**config.mk**
```make
export PLATFORM = sky130hd
export DESIGN_NAME = gregorian_date_add_days_unit_flat
export DESIGN_NICKNAME = d
export VERILOG_FILES = /design/src/sv/gda_pkg.sv /design/src/sv/gda_if.sv /design/src/sv/gda_alu.sv /design/src/sv/gda_ctrl.sv /design/src/sv/gregorian_date_add_days_unit.sv /design/src/flat_wrapper.sv
export SDC_FILE = /design/constraint.sdc
export NUM_CORES = 1
export LEC_CHECK = 0
export BUFFER_PORTS_ARGS = -buffer_cell sky130_fd_sc_hd__buf_2
export CAP_MARGIN = 30
export CORE_MARGIN = 4
export CORE_UTILIZATION = 35
export DETAILED_ROUTE_END_ITERATION = 16
export PLACE_DENSITY = 0.65
export RECOVER_POWER = 100
export SYNTH_ARGS = -nofsm -noshare
export SYNTH_HDL_FRONTEND = slang
export SYNTH_SLANG_ARGS = --single-unit
```
**constraint.sdc**
```tcl
create_clock -name clk -period 6.75 [get_ports clk]
set_input_delay 0.675 -clock clk [delete_from_list [all_inputs] [get_ports clk]]
set_output_delay 0.675 -clock clk [all_outputs]
set_load 0.05 [all_outputs]
```
**src/sv/gda_pkg.sv**
```systemverilog
package gda_pkg;

  localparam int DAY_W  = 5;
  localparam int MON_W  = 4;
  localparam int YEAR_W = 14;
  localparam int ADD_W  = 15;
  localparam int ACC_W  = 16;
  localparam int YEXT_W = YEAR_W + 1;
  localparam int CYC_W  = 9;

  localparam logic [ACC_W-1:0] LEAP_CYCLE  = ACC_W'(400);
  localparam logic [CYC_W-1:0] CYC_LAST    = CYC_W'(399);
  localparam logic [CYC_W-1:0] CENTURY_1   = CYC_W'(100);
  localparam logic [CYC_W-1:0] CENTURY_2   = CYC_W'(200);
  localparam logic [CYC_W-1:0] CENTURY_3   = CYC_W'(300);
  localparam logic [MON_W-1:0] MON_JAN     = MON_W'(1);
  localparam logic [MON_W-1:0] MON_DEC     = MON_W'(12);

  typedef enum logic [2:0] {
    ST_IDLE,
    ST_MOD,
    ST_DOY,
    ST_WALK,
    ST_DONE
  } state_t;

  typedef enum logic {
    ALU_ADD,
    ALU_SUB
  } alu_op_t;

  typedef struct packed {
    logic start;
    logic taken;
    logic mod_done;
    logic doy_done;
    logic walk_done;
  } status_t;

  typedef struct packed {
    logic in_mod;
    logic in_doy;
    logic in_walk;
    logic load;
    logic mod_step;
    logic mod_end;
    logic doy_step;
    logic doy_end;
    logic walk_step;
    logic walk_end;
    logic ready;
    logic valid;
  } ctrl_t;

  // position in the 400-year cycle
  function automatic logic is_leap(logic [CYC_W-1:0] r);
    return (r[1:0] == 2'd0) && (r != CENTURY_1) && (r != CENTURY_2) && (r != CENTURY_3);
  endfunction

  function automatic logic [DAY_W-1:0] month_len(logic [MON_W-1:0] m, logic leap);
    logic [DAY_W-1:0] len;
    case (m)
      4'd1, 4'd3, 4'd5, 4'd7, 4'd8, 4'd10, 4'd12: len = DAY_W'(31);
      4'd4, 4'd6, 4'd9, 4'd11:                    len = DAY_W'(30);
      4'd2:                                       len = leap ? DAY_W'(29) : DAY_W'(28);
      default:                                    len = '0;
    endcase
    return len;
  endfunction

endpackage

```
**src/sv/gda_if.sv**
```systemverilog
interface gda_req_if;
  logic                        valid;
  logic                        ready;
  logic [gda_pkg::DAY_W-1:0]  start_day;
  logic [gda_pkg::MON_W-1:0]  start_month;
  logic [gda_pkg::YEAR_W-1:0] start_year;
  logic [gda_pkg::ADD_W-1:0]  add_days;

  modport source (output valid, start_day, start_month, start_year, add_days, input ready);
  modport sink   (input valid, start_day, start_month, start_year, add_days, output ready);
endinterface

interface gda_rsp_if;
  logic                        valid;
  logic                        ready;
  logic [gda_pkg::DAY_W-1:0]  result_day;
  logic [gda_pkg::MON_W-1:0]  result_month;
  logic [gda_pkg::YEAR_W-1:0] result_year;

  modport source (output valid, result_day, result_month, result_year, input ready);
  modport sink   (input valid, result_day, result_month, result_year, output ready);
endinterface

```
**src/sv/gda_alu.sv**
```systemverilog
module gda_alu (
  input  gda_pkg::alu_op_t           op,
  input  logic [gda_pkg::ACC_W-1:0]  a,
  input  logic [gda_pkg::ACC_W-1:0]  b,
  output logic [gda_pkg::ACC_W-1:0]  y,
  output logic                       borrow,
  output logic                       zero
);
  import gda_pkg::*;

  logic [ACC_W:0] sum;

  always_comb begin
    unique case (op)
      ALU_ADD: sum = {1'b0, a} + {1'b0, b};
      ALU_SUB: sum = {1'b0, a} - {1'b0, b};
    endcase
  end

  assign y      = sum[ACC_W-1:0];
  assign borrow = (op == ALU_SUB) && sum[ACC_W];
  assign zero   = (y == '0);

endmodule

```
**src/sv/gda_ctrl.sv**
```systemverilog
module gda_ctrl (
  input  logic             clk,
  input  logic             rst,
  input  gda_pkg::status_t status,
  output gda_pkg::ctrl_t   ctrl
);
  import gda_pkg::*;

  state_t state;
  state_t state_next;

  always_ff @(posedge clk) begin
    if (rst) begin
      state <= ST_IDLE;
    end else begin
      state <= state_next;
    end
  end

  always_comb begin
    state_next = state;
    ctrl       = '0;
    unique case (state)
      ST_IDLE: begin
        ctrl.ready = 1'b1;
        if (status.start) begin
          ctrl.load  = 1'b1;
          state_next = ST_MOD;
        end
      end
      ST_MOD: begin
        ctrl.in_mod = 1'b1;
        if (status.mod_done) begin
          ctrl.mod_end = 1'b1;
          state_next   = ST_DOY;
        end else begin
          ctrl.mod_step = 1'b1;
        end
      end
      ST_DOY: begin
        ctrl.in_doy = 1'b1;
        if (status.doy_done) begin
          ctrl.doy_end = 1'b1;
          state_next   = ST_WALK;
        end else begin
          ctrl.doy_step = 1'b1;
        end
      end
      ST_WALK: begin
        ctrl.in_walk = 1'b1;
        if (status.walk_done) begin
          ctrl.walk_end = 1'b1;
          state_next    = ST_DONE;
        end else begin
          ctrl.walk_step = 1'b1;
        end
      end
      ST_DONE: begin
        ctrl.valid = 1'b1;
        if (status.taken) begin
          state_next = ST_IDLE;
        end
      end
      default: state_next = ST_IDLE;
    endcase
  end

endmodule

```
**src/sv/gregorian_date_add_days_unit.sv**
```systemverilog
// Steps: the year is reduced modulo 400, the start day of the year is added to add_days, and
// whole months are then walked off from January until the day is found.
// Throughput: one item at a time; the next item can be taken in the cycle after the result has left.
// Every cycle in the modulo, day-of-year and walk states is one pass through the shared 16-bit add/subtract unit.
// Reset clears the sequencer only; the unit is ready in the cycle after reset.
module gregorian_date_add_days_unit (
  input logic      clk,
  input logic      rst,
  gda_req_if.sink  req,
  gda_rsp_if.source rsp
);
  import gda_pkg::*;

  status_t status;
  ctrl_t   ctrl;

  logic [ACC_W-1:0]  acc;
  logic [MON_W-1:0]  m;
  logic [YEXT_W-1:0] year;
  logic [CYC_W-1:0]  r400;
  logic [DAY_W-1:0]  sday;
  logic [MON_W-1:0]  smon;
  logic [ADD_W-1:0]  sadd;
  logic [DAY_W-1:0]  rday;
  logic [MON_W-1:0]  rmon;
  logic [YEAR_W-1:0] ryear;

  alu_op_t          alu_op;
  logic [ACC_W-1:0] alu_b;
  logic [ACC_W-1:0] alu_y;
  logic             alu_borrow;
  logic             alu_zero;
  logic [DAY_W-1:0] len;

  assign len = month_len(m, is_leap(r400));

  always_comb begin
    alu_op = ALU_SUB;
    alu_b  = ACC_W'(len);
    if (ctrl.in_mod) begin
      alu_b = LEAP_CYCLE;
    end else if (ctrl.in_doy) begin
      alu_op = ALU_ADD;
      alu_b  = status.doy_done ? ACC_W'(sday) : ACC_W'(len);
    end
  end

  gda_alu u_alu (
    .op     (alu_op),
    .a      (acc),
    .b      (alu_b),
    .y      (alu_y),
    .borrow (alu_borrow),
    .zero   (alu_zero)
  );

  assign status.start     = req.valid;
  assign status.taken     = rsp.ready;
  assign status.mod_done  = alu_borrow;
  assign status.doy_done  = (m >= smon);
  assign status.walk_done = alu_borrow || alu_zero;

  gda_ctrl u_ctrl (
    .clk    (clk),
    .rst    (rst),
    .status (status),
    .ctrl   (ctrl)
  );

  always_ff @(posedge clk) begin
    if (ctrl.load) begin
      acc  <= ACC_W'(req.start_year);
      year <= YEXT_W'(req.start_year);
      sday <= req.start_day;
      smon <= req.start_month;
      sadd <= req.add_days;
    end
    if (ctrl.mod_step) begin
      acc <= alu_y;
    end
    if (ctrl.mod_end) begin
      r400 <= acc[CYC_W-1:0];
      acc  <= ACC_W'(sadd);
      m    <= MON_JAN;
    end
    if (ctrl.doy_step) begin
      acc <= alu_y;
      m   <= m + MON_W'(1);
    end
    if (ctrl.doy_end) begin
      acc <= alu_y;
      m   <= MON_JAN;
    end
    if (ctrl.walk_step) begin
      acc <= alu_y;
      if (m == MON_DEC) begin
        m    <= MON_JAN;
        year <= year + YEXT_W'(1);
        r400 <= (r400 == CYC_LAST) ? '0 : r400 + CYC_W'(1);
      end else begin
        m <= m + MON_W'(1);
      end
    end
    if (ctrl.walk_end) begin
      rday  <= acc[DAY_W-1:0];
      rmon  <= m;
      ryear <= year[YEAR_W-1:0];
    end
  end

  assign req.ready        = ctrl.ready;
  assign rsp.valid        = ctrl.valid;
  assign rsp.result_day   = rday;
  assign rsp.result_month = rmon;
  assign rsp.result_year  = ryear;

`ifndef SYNTH
  a_no_overlap: assert property (@(posedge clk) disable iff (rst)
    rsp.valid |-> !req.ready) else $error("result pending while taking an item");

  a_busy_after_accept: assert property (@(posedge clk) disable iff (rst)
    (req.valid && req.ready) |=> !req.ready) else $error("ready after accept");

  a_walk_month: assert property (@(posedge clk) disable iff (rst)
    ctrl.in_walk |-> (m >= MON_JAN && m <= MON_DEC)) else $error("month out of range");

  a_walk_cycle: assert property (@(posedge clk) disable iff (rst)
    ctrl.in_walk |-> (r400 <= CYC_LAST)) else $error("leap cycle position out of range");
`endif

endmodule

```
**src/flat_wrapper.sv**
```systemverilog
// flat-port wrapper written by rule: the top's interface ports become plain ports
module gregorian_date_add_days_unit_flat import gda_pkg::*;
  (clk, rst, req_valid, req_start_day, req_start_month, req_start_year, req_add_days, req_ready, rsp_valid, rsp_result_day, rsp_result_month, rsp_result_year, rsp_ready);
  gda_req_if req_i ();
  gda_rsp_if rsp_i ();
  input logic clk;
  input logic rst;
  input wire logic [$bits(req_i.valid)-1:0] req_valid;
  input wire logic [$bits(req_i.start_day)-1:0] req_start_day;
  input wire logic [$bits(req_i.start_month)-1:0] req_start_month;
  input wire logic [$bits(req_i.start_year)-1:0] req_start_year;
  input wire logic [$bits(req_i.add_days)-1:0] req_add_days;
  output wire logic [$bits(req_i.ready)-1:0] req_ready;
  output wire logic [$bits(rsp_i.valid)-1:0] rsp_valid;
  output wire logic [$bits(rsp_i.result_day)-1:0] rsp_result_day;
  output wire logic [$bits(rsp_i.result_month)-1:0] rsp_result_month;
  output wire logic [$bits(rsp_i.result_year)-1:0] rsp_result_year;
  input wire logic [$bits(rsp_i.ready)-1:0] rsp_ready;
  assign req_i.valid = req_valid;
  assign req_i.start_day = req_start_day;
  assign req_i.start_month = req_start_month;
  assign req_i.start_year = req_start_year;
  assign req_i.add_days = req_add_days;
  assign req_ready = req_i.ready;
  assign rsp_valid = rsp_i.valid;
  assign rsp_result_day = rsp_i.result_day;
  assign rsp_result_month = rsp_i.result_month;
  assign rsp_result_year = rsp_i.result_year;
  assign rsp_i.ready = rsp_ready;
  gregorian_date_add_days_unit u_core (.clk(clk), .rst(rst), .req(req_i), .rsp(rsp_i));
endmodule
```
-- Yosys cells after proc, flatten, opt, wreduce, memory -nomap -nowiden
Index checks and enable logic that the tools add are counted.
Widths: inputs -> output; s select.
- add/sub/neg operators: 5
- $lt $le $gt $ge: 1
- eq/ne operators: 25
- muxes and demuxes: 47
- bitwise logic cells: 1
- reductions and logical operators: 13
- operator list (kind ; count):
    $mux 16 ; 8
    $mux 15 ; 3
    $mux 9 ; 4
    $pmux 17 s2 ; 1
    $eq 4x4->1 const B ; 5
    $mux 4 ; 5
    $add 16x16->17 ; 1
    $sub 16x16->17 ; 1
    $eq 4x3->1 const B ; 4
    $logic_not 16->1 ; 1
    $add 15x1->15 const B ; 1
    $mux 1 ; 15
    $mux 3 ; 5
    $pmux 3 s5 ; 1
    $pmux 5 s3 ; 1
    $add 9x1->9 const B ; 1
    $eq 9x9->1 const B ; 1
    $ne 9x7->1 const B ; 1
    $ne 9x8->1 const B ; 1
    $ne 9x9->1 const B ; 1
    $eq 4x2->1 const B ; 2
    $reduce_or 7->1 ; 1
    $eq 3x2->1 const B ; 2
    $mux 2 ; 3
    17 further kinds ; 23
- flip-flop bits (word level): 94
- output and inout port bits: 25

-- Longest topological paths before layout
- depth after elaboration: 19
- mapped depth: 29
- depth with buffers taken out: 25

-- Cells and area by module
Synthesis repeated with hierarchy kept, for this count alone.
- cells, all modules: 549
- area, all modules: 5571.6 sq um
- modules (own cells, without submodules) (module ; instances ; cells an instance ; area an instance (sq um) ; seq. area each (sq um)):
    gregorian_date_add_days_unit ; 1 ; 369 ; 4200.3 ; 2472.4
    gda_alu ; 1 ; 148 ; 1072.3 ; 0.0
    gda_ctrl ; 1 ; 32 ; 299.0 ; 60.1

-- Worst setup path after synthesis
Ideal clock, no wire load.
- path type: reg2reg
- start point: register u_core.m[0]
- end point: register u_core.rday[0], in the netlist u_core.rsp.result_day[0] (enable)
- setup time: 403 ps
- data arrival time: 5921 ps
- path slack: 426 ps
- cell stages (with the launch flop): 22
- path through: edfxtp_1 -> inv_1 -> ha_1 -> nand2b_1 -> a21o_1 -> a21o_1 -> a21oi_1 -> o221ai_1 -> o211ai_1 -> ha_1 -> o21a_1 -> ha_1 -> o21ai_0 -> ha_1 -> buf_6 -> a21o_1 -> or3_1 -> a2111o_1 -> or4_4 -> nor4b_4 -> o21ai_2 -> nor2_1
- RTL lines (what ; RTL line ; text):
    start: declaration ; gregorian_date_add_days_unit.sv:18 ; logic [MON_W-1:0] m;
    start signal: assignment ; gregorian_date_add_days_unit.sv:88 ; m <= m + MON_W'(1);
    start signal: assignment ; gregorian_date_add_days_unit.sv:101 ; m <= m + MON_W'(1);
    end signal: assignment ; gregorian_date_add_days_unit.sv:105 ; rday <= acc[DAY_W-1:0];
    end: declaration ; gregorian_date_add_days_unit.sv:24 ; logic [DAY_W-1:0] rday;

-- Worst setup path after layout
- start point: register u_core.m[0]
- end point: register u_core.year[10]
- longest elaborated chain between the ends: 13
- ends and longest elaborated chain (what ; RTL line ; text):
    $eq 4x1->1 (tied with other cells) ; gda_pkg.sv:62 ; case (m)
    $reduce_or 7->1 / $reduce_or 4->1 (equally long branches) ; gda_pkg.sv:62 ;
    $pmux 5 s3 ; gda_pkg.sv:62 ;
    $mux 5 ; gregorian_date_add_days_unit.sv:44 ; alu_b = status.doy_done ? ACC_W'(sday) : ACC_W'(len);
    $mux 16 ; gregorian_date_add_days_unit.sv:42 ; end else if (ctrl.in_doy) begin
    $mux 16 ; gregorian_date_add_days_unit.sv:40 ; if (ctrl.in_mod) begin
    $sub 16x16->17 / $add 16x16->17 (equally long branches) ; gda_alu.sv:16, gda_alu.sv:15 ;
    $pmux 17 s2 ; gda_alu.sv:14 ; unique case (op)
    $logic_not 16->1 / $logic_and 1x1->1 (equally long branches) ; gda_alu.sv:22, gda_alu.sv:21 ;
    $logic_or 1x1->1 ; gregorian_date_add_days_unit.sv:61 ; assign status.walk_done = alu_borrow || alu_zero;
    $mux 1 ; gda_ctrl.sv:51 ; if (status.walk_done) begin
    $mux 2 ; gda_ctrl.sv:23 ; unique case (state)
    $mux 15 * ; gregorian_date_add_days_unit.sv:94 ; if (ctrl.walk_step) begin
    end signal: assignment ; gregorian_date_add_days_unit.sv:73 ; year <= YEXT_W'(req.start_year);
    end signal: assignment ; gregorian_date_add_days_unit.sv:98 ; year <= year + YEXT_W'(1);
    end: declaration ; gregorian_date_add_days_unit.sv:19 ; logic [YEXT_W-1:0] year;
Mark *: on every way between the ends. The rest lies on a longest branch, timed or not.
A chain may end at the register's enable or synchronous reset.

==> results.toml <==
[synth]
synth_edf_count = 67
ys_warn_count = 0
synth-xor-area-share_pct = 1.71
yosysUniqueCellTypes = 74
synth_fa_ha_area_share_pct = 7.23
synthFlopType = "edfxtp_1"
synth_top_family_by_area = "compound AO/OA/AOI/OAI gates"
async_flop_share_pct = 0
synth_top_cell_by_area = "edfxtp_1"
syn_area_per_cell_um2 = 9.98
syn-num-nets = 639
synthTopCellsByArea = "edfxtp_1 (36%), dfxtp_1 (9.2%), ha_1 (6.9%), mux2i_1 (4.3%), nand2_1 (3.8%)"
ys_seq_area_share_pct = 44.9
synth_top_cell_area_share_pct = 35.7
syn_area_um2 = 5640
synthSimpleGateAreaFrac_pct = 17.7
synthMuxAreaShare_pct = 5.13
synth_compound_area_share_pct = 19.6
syn_inst = 565
postSynthRegisterBits = 93

[critical_path]
setup.worst_path.start_class = "flip-flop"
worstPathMaxFanout = 36
cp_common_cell = "ha_1"
path_cells = "inv_1, ha_1, nand2b_1, a21o_1, a21o_1, a21oi_1, nor2_1, o21ai_0, o21a_1, and3_1, ha_1, a21oi_1, ha_1, and4_1, a21boi_0, o21ai_0, a221oi_2, nor4b_4, buf_4, nor4b_4, buf_4, buf_12, mux2_2, o21a_1"
critPathRequiredTime_ns = 6.99
end_kind = "flip-flop"
cp.arrival_ns = 6.57
path_buf_inv = 4
crit_family = "compound AO/OA/AOI/OAI gates"
slowest_delay_ns = 0.53
cp_slowest_cell = "a221oi_2"
crit_type = "flip-flop to flip-flop"

[global_route]
antenna_found_initial = 0
grt-ovfl-total = 0
grt_pass1_wl_mm = 25.4
grt_use_total_pct = 17.6
grt_max_degree = 37
grt_pass1_vias = 4781

[placed_design]
dp.cells = 831
dp_hpwl_mm = 11.9
routabilityCongestion = 0.913
portBuffers = 66
place_worst_setup_slack_ns = 0.00218

[route]
vias = 4765
drt-wirelength-per-cell_um = 18.8
ant_nets = 0
dr.pass1.iters = 4
avgViaCountPerCell = 5.59
drc_errors = 0
drt_iter0_drc = 385
routed_wl_mm = 16.0

[clocking]
cts_tree = "yes"
clockBufferDepth = 2
clock_latency_ns = 0.35
ctsRootBufferMaster = "clkbuf_16"
cts_made_buffers = 9
cts.sinks = 93
h-tree-depth = 3
clk_pin_slew_ns = 0.07

[timing]
layout_setup_ws_ns = 0.422
rsz0062_at_grt = "true"
hold_viol = 0
worst_slew_pin_slew_ns = 0.738
finalSetupTns_ns = 0
finalCritPeriodShare_pct = 93.8
fmax_mhz = 158
setup_viol_count_final = 0
max_slew_margin_pct = 50.7
skew_ns = 0.0107
slew_violations = 0
fin_crit_ns = 6.33

[floorplanning]
rows = 46
core_um2 = 15800
start_util_pct = 35.6
die_y_um = 135
dieArea_um2 = 18200
ioPinCount = 67
die_w_um = 135

[finish]
n_antenna_cell = 0
nNetsFinal = 706
nFillCells = 1547
area_growth_syn_to_layout_pct = 16.1
drive_gt1_share_pct = 15.4
final_cells = 853

[hold_path]
min_path_type = "flip-flop to flip-flop"

[run_status]
run_status = "completed"

[flow_run]
cap_violations = 0
-- metrics by stage --
stage               cell area [µm²]  util [%]  hold WS (ns)
finish                         6550      41.4         0.461
CTS                            6520      41.2         0.466
global route                   6550      41.4         0.478
detailed placement             6240      39.4         0.452
floorplan                      5640         -         0.423
global placement               6240      39.4         0.442
-- timing repair --
action                                 in CTS  in global routing
resized for setup                           1                  3
hold buffers                                0                  0
pin swaps                                   0                  2
setup buffers                               0                  6
endpoints found under the hold margin       0                  0
setup endpoints to repair                   1                 46
-- cell usage after synthesis, types with 3 or more instances --
master    instances
dfxtp_1          26
clkbuf_1         22
and2_1           10
o21ai_0          20
nor2_1           54
a32oi_1           3
buf_6             4
a22oi_1           7
o211ai_1          8
edfxtp_1         67
mux2i_1          24
a211oi_1         11
nand2b_1          9
a31oi_1           3
nand4_1           6
a311oi_1          7
o21a_1            8
o22ai_1           3
xnor2_1           3
nand2_1          57
ha_1             31
or3_1             5
nand3_1          17
mux2_2            3
a21o_1            9
and3_1            9
a21oi_1          31
inv_1            18
a221o_1           5
nor2b_1           7
o221a_2           8
nor4b_1           3
o31ai_1           3
nor3_1            9
a221oi_1          3
xor2_1            8
-- worst paths after layout --
| kind | start | endpoint | slack (ns) | depth (start not counted) |
|---|---|---|---|---|
| worst max register to register | u_core.m[0] | u_core.year[10] | 0.42 | 24 |
| worst min register to register | u_core.year[5] | u_core.rsp.result_year[5] | 0.46 | 0 |
| worst max-delay path | u_core.m[0] | u_core.year[10] | 0.42 | 24 |
| worst min-delay path | u_core.year[5] | u_core.rsp.result_year[5] | 0.46 | 0 |
-- area by class of cell --
cell class	instances	area [µm²]	share of cell area [%]
well taps	216	270	4.13
multi-input cells	424	2930	44.8
repair buffers	85	465	7.11
inverters	19	71.3	1.09
flip-flops and latches	93	2530	38.7
clock buffers	9	225	3.44
clock inverters	7	47.5	0.726
-- layout by cell type (no fill, tap or decap), types with 5 or more instances in the layout --
master,Yosys,layout
nor2_1,54,53
o21ai_0,20,20
nand2_1,57,57
and2_1,10,10
o21a_1,8,8
a21oi_1,31,30
xor2_1,8,8
nand4_1,6,6
mux2i_1,24,24
o221a_2,8,8
inv_1,18,18
ha_1,31,31
a22oi_1,7,7
dfxtp_1,26,26
nor2b_1,7,7
buf_2,2,40
edfxtp_1,67,67
a221o_1,5,5
clkbuf_1,22,26
or3_1,5,5
nor3_1,9,9
a311oi_1,7,7
and3_1,9,9
a21o_1,9,9
o211ai_1,8,8
clkbuf_16,0,9
nand2b_1,9,9
a211oi_1,11,10
buf_4,0,17
nand3_1,17,17
-- flip-flops by register name (all words and copies together), names as in the netlist --
signal and count:
u_core.rsp.result_day 5, u_core.sday 5, u_core.u_ctrl.state 3, u_core.year 14, u_core.rsp.result_year 14, u_core.acc 16, u_core.sadd 15, u_core.m 4
u_core.r400 9, u_core.smon 4, u_core.rsp.result_month 4
-- cells by family after synthesis --
| family | Yosys count |
|---|---|
| flip-flops | 93 |
| AND/OR/NAND/NOR | 200 |
| adder cells (fa/ha/maj) | 32 |
| multiplexers | 28 |
| AO/OA/AOI/OAI | 153 |
| buffers and inverters | 48 |
| XOR/XNOR | 11 |
-- layer usage --
layer / up-vias / global-route usage [%] / wire (µm)
met5: - / 0 / 0
met4: 0 / 6.49 / 470
met3: 35 / 4.02 / 1080
met2: 177 / 27.8 / 7180
met1: 2279 / 23.6 / 7290
li1: 2274 / - / -
Power is left out: the tool's default activity adds up to more than one toggle a clock period on the data nets, which glitch-free logic cannot reach.
